### src/sv/tti_pkg.sv
`timescale 1ns / 1ps
// tti_pkg: shared constants, breakpoint rom, job word type and rom lookups
// for the thermistor table interpolator. depends on nothing.

package tti_pkg;

    localparam int TABLE_ENTRIES = 50;
    localparam int SAMPLE_BITS   = 10;
    localparam int ROM_POINTS    = 50;
    localparam int READING_SCALE = 10000;

    localparam int ADC_W    = 10;
    localparam int TEMP_W   = 8;
    localparam int SEG_W    = 6;
    localparam int STATUS_W = 2;

    localparam int N_USED = (TABLE_ENTRIES > ROM_POINTS) ? ROM_POINTS :
                            ((TABLE_ENTRIES < 2) ? 2 : TABLE_ENTRIES);
    localparam int LAST   = N_USED - 1;

    localparam int IDX_W   = $clog2(ROM_POINTS + 1);
    localparam int RAW_W   = (SAMPLE_BITS < ADC_W) ? SAMPLE_BITS : ADC_W;
    localparam int SCALE_W = $clog2(READING_SCALE + 1);
    localparam int S_W     = RAW_W + SCALE_W;
    localparam int RD_W    = 24;
    localparam int CMP_W   = (S_W > RD_W) ? S_W : RD_W;
    localparam int CW      = CMP_W + 1;
    localparam int DT_W    = TEMP_W + 1;
    localparam int P1_W    = TEMP_W + RD_W + 1;
    localparam int P2_W    = CW + DT_W;
    localparam int NUM_W   = ((P1_W > P2_W) ? P1_W : P2_W) + 1;
    localparam int QBITS   = TEMP_W;
    localparam int QCNT_W  = $clog2(QBITS + 1);
    localparam int QDEPTH  = 2;

    localparam logic signed [TEMP_W-1:0] TEMP_MIN = -8'sd128;
    localparam logic signed [TEMP_W-1:0] TEMP_MAX = 8'sd127;

    typedef enum logic [STATUS_W-1:0] {
        RANGE_INSIDE = 2'd0,
        RANGE_ABOVE  = 2'd1,
        RANGE_CLAMP  = 2'd2
    } t_range;

    typedef struct packed {
        logic [S_W-1:0]   scaled;
        logic [IDX_W-1:0] seg;
        t_range           status;
    } t_job;

    // breakpoint readings in 1/10000 converter counts, strictly descending
    localparam logic [RD_W-1:0] BP_READING [ROM_POINTS] = '{
        24'd10025793, 24'd9875587, 24'd9643300, 24'd9305421, 24'd8844136,
        24'd8563534,  24'd8249348, 24'd7902895, 24'd7527188, 24'd7126531,
        24'd6707021,  24'd6275324, 24'd5838639, 24'd5404084, 24'd4978097,
        24'd4566134,  24'd4172502, 24'd3800265, 24'd3451465, 24'd3127312,
        24'd2828052,  24'd2553540, 24'd2303063, 24'd2075516, 24'd1869913,
        24'd1831306,  24'd1793513, 24'd1756530, 24'd1720337, 24'd1684915,
        24'd1650270,  24'd1616379, 24'd1583247, 24'd1550832, 24'd1519153,
        24'd1488197,  24'd1457935, 24'd1428366, 24'd1399474, 24'd1371258,
        24'd1343701,  24'd1316782, 24'd1290516, 24'd1264864, 24'd1239822,
        24'd1215402,  24'd1191564, 24'd1168317, 24'd1145638, 24'd1123519
    };

    localparam logic signed [TEMP_W-1:0] BP_TEMP [ROM_POINTS] = '{
        -8'sd40, -8'sd30, -8'sd20, -8'sd10, 8'sd0,
        8'sd5,   8'sd10,  8'sd15,  8'sd20,  8'sd25,
        8'sd30,  8'sd35,  8'sd40,  8'sd45,  8'sd50,
        8'sd55,  8'sd60,  8'sd65,  8'sd70,  8'sd75,
        8'sd80,  8'sd85,  8'sd90,  8'sd95,  8'sd100,
        8'sd101, 8'sd102, 8'sd103, 8'sd104, 8'sd105,
        8'sd106, 8'sd107, 8'sd108, 8'sd109, 8'sd110,
        8'sd111, 8'sd112, 8'sd113, 8'sd114, 8'sd115,
        8'sd116, 8'sd117, 8'sd118, 8'sd119, 8'sd120,
        8'sd121, 8'sd122, 8'sd123, 8'sd124, 8'sd125
    };

    function automatic logic [RD_W-1:0] bp_reading_at(input logic [IDX_W-1:0] idx);
        if (idx >= IDX_W'(ROM_POINTS)) begin
            return BP_READING[ROM_POINTS-1];
        end
        return BP_READING[idx];
    endfunction

    function automatic logic [CMP_W-1:0] reading_cmp(input logic [IDX_W-1:0] idx);
        return CMP_W'(bp_reading_at(idx));
    endfunction

    function automatic logic signed [TEMP_W-1:0] bp_temp_at(input logic [IDX_W-1:0] idx);
        if (idx >= IDX_W'(ROM_POINTS)) begin
            return BP_TEMP[ROM_POINTS-1];
        end
        return BP_TEMP[idx];
    endfunction

endpackage

### src/sv/tti_front.sv
`timescale 1ns / 1ps
// tti_front: takes a sample, scales it, classifies it against the table ends
// and binary-searches the segment. depends on tti_pkg.

module tti_front import tti_pkg::*; (
    input  logic             i_clk,
    input  logic             i_rst_n,
    input  logic             i_push,
    output logic             o_full,
    input  logic [ADC_W-1:0] i_adc_sample,
    output logic             o_job_push,
    input  logic             i_job_full,
    output t_job             o_job
);

    typedef enum logic [3:0] {
        F_IDLE   = 4'b0001,
        F_CLASS  = 4'b0010,
        F_SEARCH = 4'b0100,
        F_PUSH   = 4'b1000
    } t_front_state;

    t_front_state     r_state, n_state;
    logic [S_W-1:0]   r_s, n_s;
    logic [IDX_W-1:0] r_lo, n_lo;
    logic [IDX_W-1:0] r_hi, n_hi;
    t_range           r_status, n_status;

    logic [CMP_W-1:0] s_cmp;
    logic [IDX_W:0]   mid_sum;
    logic [IDX_W-1:0] mid;

    assign s_cmp   = CMP_W'(r_s);
    assign mid_sum = {1'b0, r_lo} + {1'b0, r_hi};
    assign mid     = mid_sum[IDX_W:1];

    always_comb begin
        n_state  = r_state;
        n_s      = r_s;
        n_lo     = r_lo;
        n_hi     = r_hi;
        n_status = r_status;
        unique case (r_state)
            F_IDLE: begin
                if (i_push) begin
                    n_s     = S_W'(i_adc_sample[RAW_W-1:0]) * S_W'(READING_SCALE);
                    n_state = F_CLASS;
                end
            end
            F_CLASS: begin
                priority if (s_cmp <= reading_cmp(IDX_W'(LAST))) begin
                    n_lo     = IDX_W'(LAST);
                    n_status = RANGE_CLAMP;
                    n_state  = F_PUSH;
                end else if (s_cmp > reading_cmp('0)) begin
                    n_lo     = '0;
                    n_status = RANGE_ABOVE;
                    n_state  = F_PUSH;
                end else begin
                    n_lo     = '0;
                    n_hi     = IDX_W'(LAST);
                    n_status = RANGE_INSIDE;
                    n_state  = F_SEARCH;
                end
            end
            F_SEARCH: begin
                if (r_hi - r_lo > IDX_W'(1)) begin
                    if (reading_cmp(mid) >= s_cmp) begin
                        n_lo = mid;
                    end else begin
                        n_hi = mid;
                    end
                end else begin
                    n_state = F_PUSH;
                end
            end
            F_PUSH: begin
                if (!i_job_full) begin
                    n_state = F_IDLE;
                end
            end
            default: begin
                n_state = F_IDLE;
            end
        endcase
    end

    always_ff @(posedge i_clk) begin
        if (!i_rst_n) begin
            r_state <= F_IDLE;
        end else begin
            r_state <= n_state;
        end
    end

    always_ff @(posedge i_clk) begin
        r_s      <= n_s;
        r_lo     <= n_lo;
        r_hi     <= n_hi;
        r_status <= n_status;
    end

    assign o_full       = (r_state != F_IDLE);
    assign o_job_push   = (r_state == F_PUSH);
    assign o_job.scaled = r_s;
    assign o_job.seg    = r_lo;
    assign o_job.status = r_status;

    // sample stays bracketed by the search bounds
    a_search_bracket: assert property (@(posedge i_clk) disable iff (!i_rst_n)
        (r_state == F_SEARCH) |-> (reading_cmp(r_lo) >= s_cmp && reading_cmp(r_hi) < s_cmp))
        else $error("search bounds lost the sample");

endmodule

### src/sv/tti_queue.sv
`timescale 1ns / 1ps
// tti_queue: short job queue between front and back end.
// depends on tti_pkg.

module tti_queue import tti_pkg::*; (
    input  logic i_clk,
    input  logic i_rst_n,
    input  logic i_push,
    output logic o_full,
    input  t_job i_data,
    input  logic i_pop,
    output logic o_empty,
    output t_job o_data
);

    localparam int QA_W = (QDEPTH > 1) ? $clog2(QDEPTH) : 1;
    localparam int QC_W = $clog2(QDEPTH + 1);

    t_job              r_mem [QDEPTH];
    logic [QA_W-1:0]   r_wr, n_wr;
    logic [QA_W-1:0]   r_rd, n_rd;
    logic [QC_W-1:0]   r_count, n_count;
    logic              do_push, do_pop;

    assign o_full  = (r_count == QC_W'(QDEPTH));
    assign o_empty = (r_count == '0);
    assign do_push = i_push && !o_full;
    assign do_pop  = i_pop && !o_empty;
    assign o_data  = r_mem[r_rd];

    always_comb begin
        n_wr    = r_wr;
        n_rd    = r_rd;
        n_count = r_count;
        if (do_push) begin
            n_wr = (r_wr == QA_W'(QDEPTH - 1)) ? '0 : r_wr + QA_W'(1);
        end
        if (do_pop) begin
            n_rd = (r_rd == QA_W'(QDEPTH - 1)) ? '0 : r_rd + QA_W'(1);
        end
        unique case ({do_push, do_pop})
            2'b10:   n_count = r_count + QC_W'(1);
            2'b01:   n_count = r_count - QC_W'(1);
            default: n_count = r_count;
        endcase
    end

    always_ff @(posedge i_clk) begin
        if (!i_rst_n) begin
            r_wr    <= '0;
            r_rd    <= '0;
            r_count <= '0;
        end else begin
            r_wr    <= n_wr;
            r_rd    <= n_rd;
            r_count <= n_count;
        end
    end

    always_ff @(posedge i_clk) begin
        if (do_push) begin
            r_mem[r_wr] <= i_data;
        end
    end

    a_count_bound: assert property (@(posedge i_clk) disable iff (!i_rst_n)
        r_count <= QC_W'(QDEPTH))
        else $error("queue count above depth");

    a_count_track: assert property (@(posedge i_clk) disable iff (!i_rst_n)
        (do_push && !do_pop) |=> (r_count == $past(r_count) + QC_W'(1)))
        else $error("queue count lost a push");

endmodule

### src/sv/tti_back.sv
`timescale 1ns / 1ps
// tti_back: interpolates within the found segment, eight-step restoring
// divide, saturation and the result word register. depends on tti_pkg.

module tti_back import tti_pkg::*; (
    input  logic                       i_clk,
    input  logic                       i_rst_n,
    input  logic                       i_job_empty,
    output logic                       o_job_pop,
    input  t_job                       i_job,
    input  logic                       i_pop,
    output logic                       o_empty,
    output logic signed [TEMP_W-1:0]   o_temperature_c,
    output logic [SEG_W-1:0]           o_segment_index,
    output logic [STATUS_W-1:0]        o_range_status
);

    typedef enum logic [5:0] {
        B_IDLE = 6'b000001,
        B_MUL  = 6'b000010,
        B_SUM  = 6'b000100,
        B_MAG  = 6'b001000,
        B_DIV  = 6'b010000,
        B_DONE = 6'b100000
    } t_back_state;

    localparam logic [QBITS-1:0] Q_NEG_LIMIT = QBITS'(1) << (TEMP_W - 1);
    localparam logic [QBITS-1:0] Q_POS_LIMIT = Q_NEG_LIMIT - QBITS'(1);

    t_back_state              r_state, n_state;
    t_job                     r_job, n_job;
    logic signed [P1_W-1:0]   r_p1, n_p1;
    logic signed [P2_W-1:0]   r_p2, n_p2;
    logic [RD_W-1:0]          r_den, n_den;
    logic signed [NUM_W-1:0]  r_num, n_num;
    logic [NUM_W-1:0]         r_mag, n_mag;
    logic                     r_neg, n_neg;
    logic                     r_ovf, n_ovf;
    logic [NUM_W-1:0]         r_dsh, n_dsh;
    logic [QBITS-1:0]         r_q, n_q;
    logic [QCNT_W-1:0]        r_cnt, n_cnt;
    logic                     r_out_valid, n_out_valid;
    logic [TEMP_W-1:0]        r_out_temp, n_out_temp;
    logic [SEG_W-1:0]         r_out_seg, n_out_seg;
    t_range                   r_out_status, n_out_status;

    logic [RD_W-1:0]          a_k, a_k1, den;
    logic signed [TEMP_W-1:0] t_k, t_k1;
    logic signed [CW-1:0]     rd_delta;
    logic signed [DT_W-1:0]   dtemp;
    logic signed [P1_W-1:0]   prod1;
    logic signed [P2_W-1:0]   prod2;
    logic signed [NUM_W-1:0]  num;
    logic [NUM_W-1:0]         num_mag;
    logic [NUM_W-1:0]         lim;
    logic                     div_ge;
    logic [TEMP_W-1:0]        sat_temp;

    assign a_k      = bp_reading_at(r_job.seg);
    assign a_k1     = bp_reading_at(r_job.seg + IDX_W'(1));
    assign t_k      = bp_temp_at(r_job.seg);
    assign t_k1     = bp_temp_at(r_job.seg + IDX_W'(1));
    assign den      = a_k - a_k1;
    assign rd_delta = $signed({1'b0, CMP_W'(a_k)}) - $signed({1'b0, CMP_W'(r_job.scaled)});
    assign dtemp    = DT_W'(t_k1) - DT_W'(t_k);
    assign prod1    = t_k * $signed({1'b0, r_den});
    assign prod2    = rd_delta * dtemp;
    assign num      = NUM_W'(r_p1) + NUM_W'(r_p2);

    assign num_mag = r_num[NUM_W-1] ? NUM_W'(-r_num) : NUM_W'(r_num);
    assign lim     = NUM_W'(r_den) << QBITS;
    assign div_ge  = (r_mag >= r_dsh);

    always_comb begin
        priority if (r_job.status == RANGE_CLAMP) begin
            sat_temp = bp_temp_at(IDX_W'(LAST));
        end else if (r_neg) begin
            sat_temp = (r_ovf || r_q > Q_NEG_LIMIT) ? TEMP_MIN : TEMP_W'('0) - r_q;
        end else begin
            sat_temp = (r_ovf || r_q > Q_POS_LIMIT) ? TEMP_MAX : r_q;
        end
    end

    always_comb begin
        n_state      = r_state;
        n_job        = r_job;
        n_p1         = r_p1;
        n_p2         = r_p2;
        n_den        = r_den;
        n_num        = r_num;
        n_mag        = r_mag;
        n_neg        = r_neg;
        n_ovf        = r_ovf;
        n_dsh        = r_dsh;
        n_q          = r_q;
        n_cnt        = r_cnt;
        n_out_valid  = r_out_valid && !i_pop;
        n_out_temp   = r_out_temp;
        n_out_seg    = r_out_seg;
        n_out_status = r_out_status;
        o_job_pop    = 1'b0;
        unique case (r_state)
            B_IDLE: begin
                if (!i_job_empty) begin
                    o_job_pop = 1'b1;
                    n_job     = i_job;
                    n_state   = (i_job.status == RANGE_CLAMP) ? B_DONE : B_MUL;
                end
            end
            B_MUL: begin
                // den registered here is consumed by the product in the next state
                n_den   = den;
                n_p2    = prod2;
                n_state = B_SUM;
            end
            B_SUM: begin
                n_p1    = prod1;
                n_state = B_MAG;
            end
            B_MAG: begin
                n_num   = num;
                n_state = B_DIV;
                n_cnt   = QCNT_W'(QBITS);
            end
            B_DIV: begin
                priority if (r_cnt == QCNT_W'(QBITS)) begin
                    // first pass only latches the magnitude, sign and overflow and loads the shifted divisor
                    n_mag = num_mag;
                    n_neg = r_num[NUM_W-1];
                    n_ovf = (num_mag >= lim);
                    n_dsh = NUM_W'(r_den) << (QBITS - 1);
                    n_q   = '0;
                    n_cnt = QCNT_W'(QBITS - 1);
                end else begin
                    if (div_ge) begin
                        n_mag = r_mag - r_dsh;
                    end
                    n_q   = {r_q[QBITS-2:0], div_ge};
                    n_dsh = r_dsh >> 1;
                    if (r_cnt == '0) begin
                        n_state = B_DONE;
                    end else begin
                        n_cnt = r_cnt - QCNT_W'(1);
                    end
                end
            end
            B_DONE: begin
                if (!r_out_valid || i_pop) begin
                    n_out_valid  = 1'b1;
                    n_out_temp   = sat_temp;
                    n_out_seg    = SEG_W'(r_job.seg);
                    n_out_status = r_job.status;
                    n_state      = B_IDLE;
                end
            end
            default: begin
                n_state = B_IDLE;
            end
        endcase
    end

    always_ff @(posedge i_clk) begin
        if (!i_rst_n) begin
            r_state     <= B_IDLE;
            r_out_valid <= 1'b0;
        end else begin
            r_state     <= n_state;
            r_out_valid <= n_out_valid;
        end
    end

    always_ff @(posedge i_clk) begin
        r_job        <= n_job;
        r_p1         <= n_p1;
        r_p2         <= n_p2;
        r_den        <= n_den;
        r_num        <= n_num;
        r_mag        <= n_mag;
        r_neg        <= n_neg;
        r_ovf        <= n_ovf;
        r_dsh        <= n_dsh;
        r_q          <= n_q;
        r_cnt        <= n_cnt;
        r_out_temp   <= n_out_temp;
        r_out_seg    <= n_out_seg;
        r_out_status <= n_out_status;
    end

    assign o_empty         = !r_out_valid;
    assign o_temperature_c = $signed(r_out_temp);
    assign o_segment_index = r_out_seg;
    assign o_range_status  = r_out_status;

    // partial remainder stays below twice the shifted divisor
    a_div_remainder: assert property (@(posedge i_clk) disable iff (!i_rst_n)
        (r_state == B_DIV && r_cnt != QCNT_W'(QBITS) && !r_ovf)
            |-> ({1'b0, r_mag} < {r_dsh, 1'b0}))
        else $error("divider remainder out of range");

    a_no_job_while_busy: assert property (@(posedge i_clk) disable iff (!i_rst_n)
        o_job_pop |-> (r_state == B_IDLE && !i_job_empty))
        else $error("job popped while back end busy");

endmodule

### src/sv/thermistor_table_interpolator.sv
`timescale 1ns / 1ps
// thermistor_table_interpolator: top level, front search, job queue and back
// end interpolator. depends on tti_pkg, tti_front, tti_queue, tti_back.

// Converts one 10-bit thermistor reading per word into a signed temperature
// in degrees C (truncated toward zero, saturated to -128..127), the segment
// index and a range code (inside, above first breakpoint, clamped at or below
// the last). The front end takes a word, classifies it, then runs up to six
// binary-search steps plus one exit check over the breakpoint rom; a two-word
// queue hands the job to the back end. The back end pops the job, forms the
// two products, sums them, takes the magnitude, runs eight restoring divide
// steps and loads the result register; clamped readings go straight from the
// pop to the result load. It pops a new word only after the last one has
// reached the result register. The result register lets the back end finish
// the next word while a result waits to be popped.

module thermistor_table_interpolator import tti_pkg::*; (
    input  logic                     i_clk,
    input  logic                     i_rst_n,
    input  logic                     push,
    output logic                     full,
    input  logic [ADC_W-1:0]         i_adc_sample,
    output logic                     empty,
    input  logic                     pop,
    output logic signed [TEMP_W-1:0] o_temperature_c,
    output logic [SEG_W-1:0]         o_segment_index,
    output logic [STATUS_W-1:0]      o_range_status
);

    logic job_push, job_full, job_pop, job_empty;
    t_job job_in, job_out;

    tti_front u_front (
        .i_clk        (i_clk),
        .i_rst_n      (i_rst_n),
        .i_push       (push),
        .o_full       (full),
        .i_adc_sample (i_adc_sample),
        .o_job_push   (job_push),
        .i_job_full   (job_full),
        .o_job        (job_in)
    );

    tti_queue u_queue (
        .i_clk   (i_clk),
        .i_rst_n (i_rst_n),
        .i_push  (job_push),
        .o_full  (job_full),
        .i_data  (job_in),
        .i_pop   (job_pop),
        .o_empty (job_empty),
        .o_data  (job_out)
    );

    tti_back u_back (
        .i_clk           (i_clk),
        .i_rst_n         (i_rst_n),
        .i_job_empty     (job_empty),
        .o_job_pop       (job_pop),
        .i_job           (job_out),
        .i_pop           (pop),
        .o_empty         (empty),
        .o_temperature_c (o_temperature_c),
        .o_segment_index (o_segment_index),
        .o_range_status  (o_range_status)
    );

endmodule
### config.mk
export PLATFORM = sky130hd
export DESIGN_NAME = thermistor_table_interpolator
export DESIGN_NICKNAME = d
export VERILOG_FILES = /design/src/sv/tti_pkg.sv /design/src/sv/tti_front.sv /design/src/sv/tti_queue.sv /design/src/sv/tti_back.sv /design/src/sv/thermistor_table_interpolator.sv
export SDC_FILE = /design/constraint.sdc
export NUM_CORES = 2
export LEC_CHECK = 0
export BUFFER_PORTS_ARGS = -buffer_cell sky130_fd_sc_hd__buf_2
export CORE_MARGIN = 2
export CORE_UTILIZATION = 55
export DETAILED_ROUTE_END_ITERATION = 12
export PLACE_DENSITY = 0.68
export SETUP_SLACK_MARGIN = 0.3
export SYNTH_ARGS = -nofsm -noshare
export SYNTH_HDL_FRONTEND = slang
export SYNTH_HIERARCHICAL = 1
export SYNTH_SLANG_ARGS = --single-unit
### constraint.sdc
create_clock -name i_clk -period 12.65 [get_ports i_clk]
set_input_delay 0 -clock i_clk [delete_from_list [all_inputs] [get_ports i_clk]]
set_output_delay 0 -clock i_clk [all_outputs]
set_load 0.1 [all_outputs]
; After elaboration in Yosys (flattened, before gate mapping)
; Memories as Yosys holds them, arrays and structs flattened. A register that Yosys moved wholly into a read port is not among the register bits.
; Index checks and enable logic that the tools add are counted.
[totals]
out_inout_bits = 18
n_memories = 6
romBits = 5632
ram_bits = 56
wordCells = 195
ff_bits = 303
input_bits = 14
[classes]
n_eq_ne = 30
n_reduce_logical = 26
muxes = 70
mul = 3
magnitude_cmp = 14
addsub = 15
bitwise = 4
[memory_table]
columns = memory, depth, width, rd, rd_ports_with_merged_regs, write_ports, line_no
row1 = (name not given), 64, 24, 1, 0, 0, tti_pkg.sv:82  ; return BP_READING[idx];
row2 = (name not given), 64, 24, 1, 0, 0, tti_pkg.sv:82
row3 = (name not given), 64, 24, 1, 0, 0, tti_pkg.sv:82
row4 = (name not given), 64, 8, 1, 0, 0, tti_pkg.sv:93  ; return BP_TEMP[idx];
row5 = (name not given), 64, 8, 1, 0, 0, tti_pkg.sv:93
row6 = u_queue.r_mem, 2, 28, 1, 1, 1, tti_queue.sv:19  ; t_job r_mem [QDEPTH];
[ops]
columns = cell, count
row1 = $mux 24, 14
row2 = $mux 35, 3
row3 = $mux 8, 11
row4 = $mux 6, 12
row5 = $pmux 6 s6, 1
row6 = $add 33x34->35, 1
row7 = $ge 35x31->1, 1
row8 = $ge 35x32->1, 1
row9 = $neg 35->35, 1
row10 = $sub 35x31->35, 1
row11 = $mul 25x9->34, 1
row12 = $mul 8x25->33, 1
row13 = $mux 31, 1
row14 = $mux 4, 7
row15 = $sub 24x24->25, 1
row16 = $ge 24x24->1, 1
row17 = $gt 24x24->1 const B, 1
row18 = $le 24x21->1 const B, 1
row19 = $pmux 6 s2, 2
row20 = $sub 24x24->24, 1
row21 = $ge 7x7->1 const B, 3
row22 = $not 6->7, 3
row23 = $mul 10x10->20 const B, 1
row24 = $ge 6x6->1 const B, 3
row25 = 43 further kinds, 89

; Depth between registers and ports, before layout
[depth]
depth_word = 12
ltp_mapped = 43
mapped_depth_nobuf = 40

; Hierarchy
; The synthesis kept the hierarchy.
[modules_own_cells]
columns = mod, area_per_inst_um2, n_inst, seq_area_each_um2, cells_per_inst
row1 = tti_back, 33300.7, 1, 7767.4, 3804
row2 = tti_front, 5330.1, 1, 1101.1, 615
row3 = tti_queue, 2537.4, 1, 2021.9, 126

; Worst setup path after synthesis
; OpenSTA, ideal clock, no wires.
[synth_timing]
path_kind = flip-flop to flip-flop
from = reg u_back/r_job[4] (netlist name)
to = reg u_back.r_p2[33], data pin
setup_slack_ns = 3.421
required_time_ns = 12.390
t_arrival_ns = 8.969
stages_incl_launch_ff = 41
setup_time_ns = 0.260
synth_period_minus_slack_ns = 9.229
n_path_buf = 3
cell_sequence = edfxtp_1 inv_2 clkbuf_1 buf_1 ha_1 inv_1 clkbuf_1 ha_1 a21oi_1 and2_1 nor2_1 ha_1 inv_1 fa_1 a21o_1 a21oi_1 o21bai_1 a21oi_1 [5 not listed] fa_1 inv_1 fa_1 fa_1 inv_1 fa_1 inv_1 ha_1 o21a_1 a21oi_1 o21ai_1 o21ai_1 a21oi_1 a31oi_1 a21oi_1 a211o_1 a21oi_1 xnor2_1
[synth_via]
elab_chain_cells = 8
elab_cells_between_ends = 22
cone_classes = add/sub: 3 / mul: 1 / order compare: 2 / mux: 11 / bitwise: 2 / memory: 3
[synth_rtl]
columns = element, line_no
row1 = start: declaration, tti_back.sv:31  ; t_job r_job, n_job;
row2 = start signal: assignment, tti_back.sv:173  ; r_job <= n_job;
row3 = $add 6x1->6, tti_back.sv:62  ; assign t_k1 = bp_temp_at(r_job.seg + IDX_W'(1));
row4 = $not 6->7 (implied by the code), tti_pkg.sv:93
row5 = $mem_v2 64x8, --
row6 = $mux 8 (implied by the code) (2 in a row), tti_pkg.sv:93
row7 = $mux 8, tti_pkg.sv:93
row8 = $sub 8x8->9, tti_back.sv:65  ; assign dtemp = DT_W'(t_k1) - DT_W'(t_k);
row9 = $mul 25x9->34 *, tti_back.sv:67  ; assign prod2 = rd_delta * dtemp;
row10 = net u_back.prod2[33], tti_back.sv:52  ; logic signed [P2_W-1:0] prod2;
row11 = end signal: assignment, tti_back.sv:175  ; r_p2 <= n_p2;
row12 = end: declaration, tti_back.sv:33  ; logic signed [P2_W-1:0] r_p2, n_p2;
; Mark *: on every way through the listed nets, which the timed path passes. The rest lies on a longest branch. The select of a mux whose other input is x is not followed.
; A chain may end at the register's enable or synchronous reset.

; Final worst setup path
[layout_timing]
from = reg u_back/r_job[2] (netlist name)
to = reg u_back.r_p2[33], data pin
; The elaborated chain is that of the path after synthesis.

==> out/qor.txt <==
STATUS
------------------------------------------------------------------------------------
Run status ............................................................ complete, no violations

SYNTH
------------------------------------------------------------------------------------
Area of the mapped netlist ............................................ 0.04117 sq mm
Dominant register cell in the synthesized netlist .....................     edfxtp_1
Leading cell types by total area after synthesis ...................... edfxtp_1 (26%), fa_1 (17%), ha_1 (12%)
Proportion of synthesized flip-flops having asynchronous set or reset .           0%
Syn_area_per_cell .....................................................  9.058 sq um
Ranking of synthesized cells by instance count ........................ nor2_1 (527), inv_1 (474), ha_1 (401)
Count of unique library cells instantiated by Yosys ...................          110
Proportion of synthesized chip area in sequential cells ...............       26.45%
Number of warnings reported in the yosys synthesis log ................            6
Yosys top cell by area ................................................     edfxtp_1
Most used standard cell by instance count after synthesis .............       nor2_1
Count of mapped cells out of synthesis ................................         4545
Number of synthesized flops with an enable pin ........................          352
Fraction of post-synthesis cell area in the top cell type by area .....       25.68%
Number of register bits inferred by synthesis .........................          368

CLOCK NETWORK
------------------------------------------------------------------------------------
Root cell of the clock tree ...........................................    clkbuf_16
Clock tree from TritonCTS .............................................          yes
Total clock sinks .....................................................          368
# H-tree levels .......................................................            2
Max Buffers Root-to-Sink ..............................................            3
Buffers inserted by post-CTS timing repair ............................            0
Clock-pin slew on the worst setup and hold paths ......................      0.06 ns
Clock buffers created by TritonCTS ....................................           44
Clock latency of the later-clocked register in the worst-skew pair ....      0.59 ns

STA
------------------------------------------------------------------------------------
Setup TNS .............................................................         0 ns
Smallest hold slack ...................................................   0.07790 ns
Final hold vios .......................................................            0
Crit path time final ..................................................     10.92 ns
Max-slew violation total from the final report ........................            0
Final setup slack of the worst path ...................................     1.732 ns
Post-route clock skew .................................................   0.02467 ns
Final clock period utilization by the worst path ......................       86.31%
Unrepaired setup endpoints after global routing .......................           no
Slew margin rel. ......................................................       15.63%
Final setup violating endpoints .......................................            0
Maximum frequency from static timing analysis .........................    91.59 MHz
Transition time at the pin with the least slew margin .................     1.252 ns

GRT
------------------------------------------------------------------------------------
First-pass GRT wire length ............................................     182.0 mm
Largest net degree at the start of global routing .....................           90
Remaining global-route overflow .......................................            0
Initial antenna violation count .......................................            1
Number of global-route vias before repair .............................       32.43k
Total routing resource utilization after global routing ...............       29.99%

FINISH
------------------------------------------------------------------------------------
Final design utilization ..............................................       58.95%
Final-stage net count .................................................         5253
Non-filler cells in the finished layout ...............................         5503
Share of final-layout standard cells stronger than drive strength 1 ...       5.757%
Synth-to-layout area growth ...........................................       6.431%
Ant. Diodes ...........................................................            0
Post-route cell area .................................................. 0.04382 sq mm

SETUP PATH
------------------------------------------------------------------------------------
Worst Path Max Fanout .................................................           26
Worst path required time ..............................................     12.98 ns
Arrival time worst endpoint ...........................................     11.25 ns
Category of the critical setup timing path ............................   reg -> reg
Worst setup SP type ...................................................         flop
Endpoint kind of the worst setup timing path ..........................         flop
Most common cell type on the critical path ............................      a21oi_1
Cell with the biggest individual delay on the critical path ...........     edfxtp_1
Stage delay of the slowest cell on the critical path ..................      0.77 ns
Number of cells traversed by the worst register-to-register path ......           38

PLACEMENT
------------------------------------------------------------------------------------
Setup Slack @ Placement ...............................................     1.859 ns
Count of port buffers added during placement ..........................           31
Post-DP HPWL ..........................................................     91.26 mm
Placement Cell Area ................................................... 0.04227 sq mm
Global placement routability congestion ...............................       0.9986
Cell Count Post-Placement .............................................         5410

FLOORPLAN
------------------------------------------------------------------------------------
Die footprint ......................................................... 0.07706 sq mm
I/O pin cnt ...........................................................           32
Initial cell density of the core ......................................       55.39%
DIE WIDTH .............................................................     277.6 um
Die Y .................................................................     277.6 um
Number of placement rows ..............................................          100
Core outline area ..................................................... 0.07432 sq mm

POWER
------------------------------------------------------------------------------------
Internal power ........................................................     3.130 mW
Share of total power in the clock network .............................        24.6%
Share of total power consumed by net switching ........................       38.36%
Leakage ...............................................................     18.72 nW
Worst vdd ir ..........................................................    0.1023 mV
Sw power ..............................................................     1.949 mW
Power per standard cell area .......................................... 115.9 mW/mm^2
Fraction of power consumed by sequential logic ........................        31.3%
Power after layout ....................................................     5.079 mW
Combinational share of power ..........................................        44.2%

DRT
------------------------------------------------------------------------------------
First DRT Iteration DRCs ..............................................         3254
Number of design rule violations left after detail routing ............            0
TritonRoute pass-1 iters ..............................................            8
Average wire per cell in the routed design ............................     21.15 um
Overall via count from detail_route ...................................       33.42k
Average via count per standard cell ...................................        6.073
Number of nets with antenna violations after routing ..................            0
Final wirelength ......................................................     116.4 mm

HOLD PATH
------------------------------------------------------------------------------------
Type of the most critical hold path ...................................    in -> reg
Count of cells along the worst hold path ..............................            3

FLOW RUN
------------------------------------------------------------------------------------
Max_cap viols .........................................................            0

==> flip-flops by register name (all words and copies together) (netlist names), 2 cells and up, named ones only <==
name,cells
u_back/o_segment_index,6
u_front/r_hi,6
u_queue/r_mem,64
u_back/r_cnt,4
u_front/r_lo,6
u_back/r_state,6
u_back/o_temperature_c,8
u_back/r_p2,34
u_back/r_mag,35
u_back/o_range_status,2
u_back/r_num,35
u_back/r_den,24
u_front/r_status,2
u_back/r_dsh,31
u_back/r_q,8
u_front/r_state,4
u_back/r_p1,33
u_back/r_job,32
u_front/r_s,20
u_queue/r_count,2
==> cells by family (layout without fill, tap and decap cells) <==
family / after synthesis / in the layout / synth area share, %
AO/OA/AOI/OAI: 1127 / 1127 / 17.23
XOR/XNOR: 235 / 235 / 5.054
adder cells (fa/ha/maj): 741 / 741 / 28.72
buffers and inverters: 679 / 665 / 6.395
flip-flops: 368 / 368 / 26.45
multiplexers: 44 / 44 / 1.204
other: 1 / 4 / 0.009109
AND/OR/NAND/NOR: 1350 / 1350 / 14.93
==> critical path: cells and delay by family, from the launching register on <==
family                   cells  cell delay, ns
AO/OA/AOI/OAI               16            3.41
XOR/XNOR                     1            0.08
adder cells (fa/ha/maj)      7            3.43
buffers and inverters        6            1.29
flip-flops                   1            0.77
multiplexers                 1            0.09
AND/OR/NAND/NOR              7            1.56
==> cell type report <==
cell class / count / area [sq um]
Clock buffer: 53 / 1165
Inverter: 484 / 1817
Sequential cell: 368 / 10890
Timing Repair Buffer: 99 / 693.2
Fill cell: 6585 / 30510
Clock inverter: 29 / 271.5
Multi-Input combinational cell: 3501 / 27770
Tap cell: 969 / 1212
==> metal layers <==
layer / global-route usage [%] / vias up / routed length [um]
met3: 4.658 / 243 / 8236
met1: 39.79 / 16120 / 48950
met4: 13.19 / 2 / 5540
li1: - / 15720 / -
met5: 0 / - / 12
met2: 48.80 / 1341 / 53630
==> power by group through the flow <==
stage	sequential [mW]	clock, mW	combinational (mW)
global route	1.60	1.32	2.50
global placement	1.61	0	2.20
CTS	1.59	1.27	2.24
finish	1.59	1.25	2.24
floorplan	1.59	0	1.64
detailed placement	1.61	0	2.22
==> final timing paths <==
check | from | to | slack (ns)
hold / removal | i_adc_sample[9] | u_front/r_s[23] | 0.08
setup reg to reg | u_back/r_job[2] | u_back/r_p2[33] | 1.73
setup / recovery | u_back/r_job[2] | u_back/r_p2[33] | 1.73
hold reg to reg | u_back/r_job[0] | u_back/o_range_status[0] | 0.44
==> cells in the final DEF (no fill, tap or decap), drive strengths merged, types with 14 or more instances in the layout <==
cell type and count:
or3 24, xor2 72, o21bai 28, a21o 79
buf 88, a211oi 46, mux2 34, nand4 29
a31oi 48, clkbuf 53, o31ai 26, or2 29
and2 26, o311ai 14, nand3 67, ha 401
o21a 40, and3 21, o211ai 40, nor2 528
xnor2 163, fa 340, clkinv 20, nor3 72
nand2b 70, inv 485, edfxtp 352, nand2 383
dfxtp 16, a21oi 355, nor2b 52, o21ai 283
==> timing repair <==
item,in CTS,in global routing
endpoints found under the hold margin,22,0
hold buffers,11,0
resized for setup,0,0
setup endpoints to repair,0,0
Power figures use the tool's default switching activity.
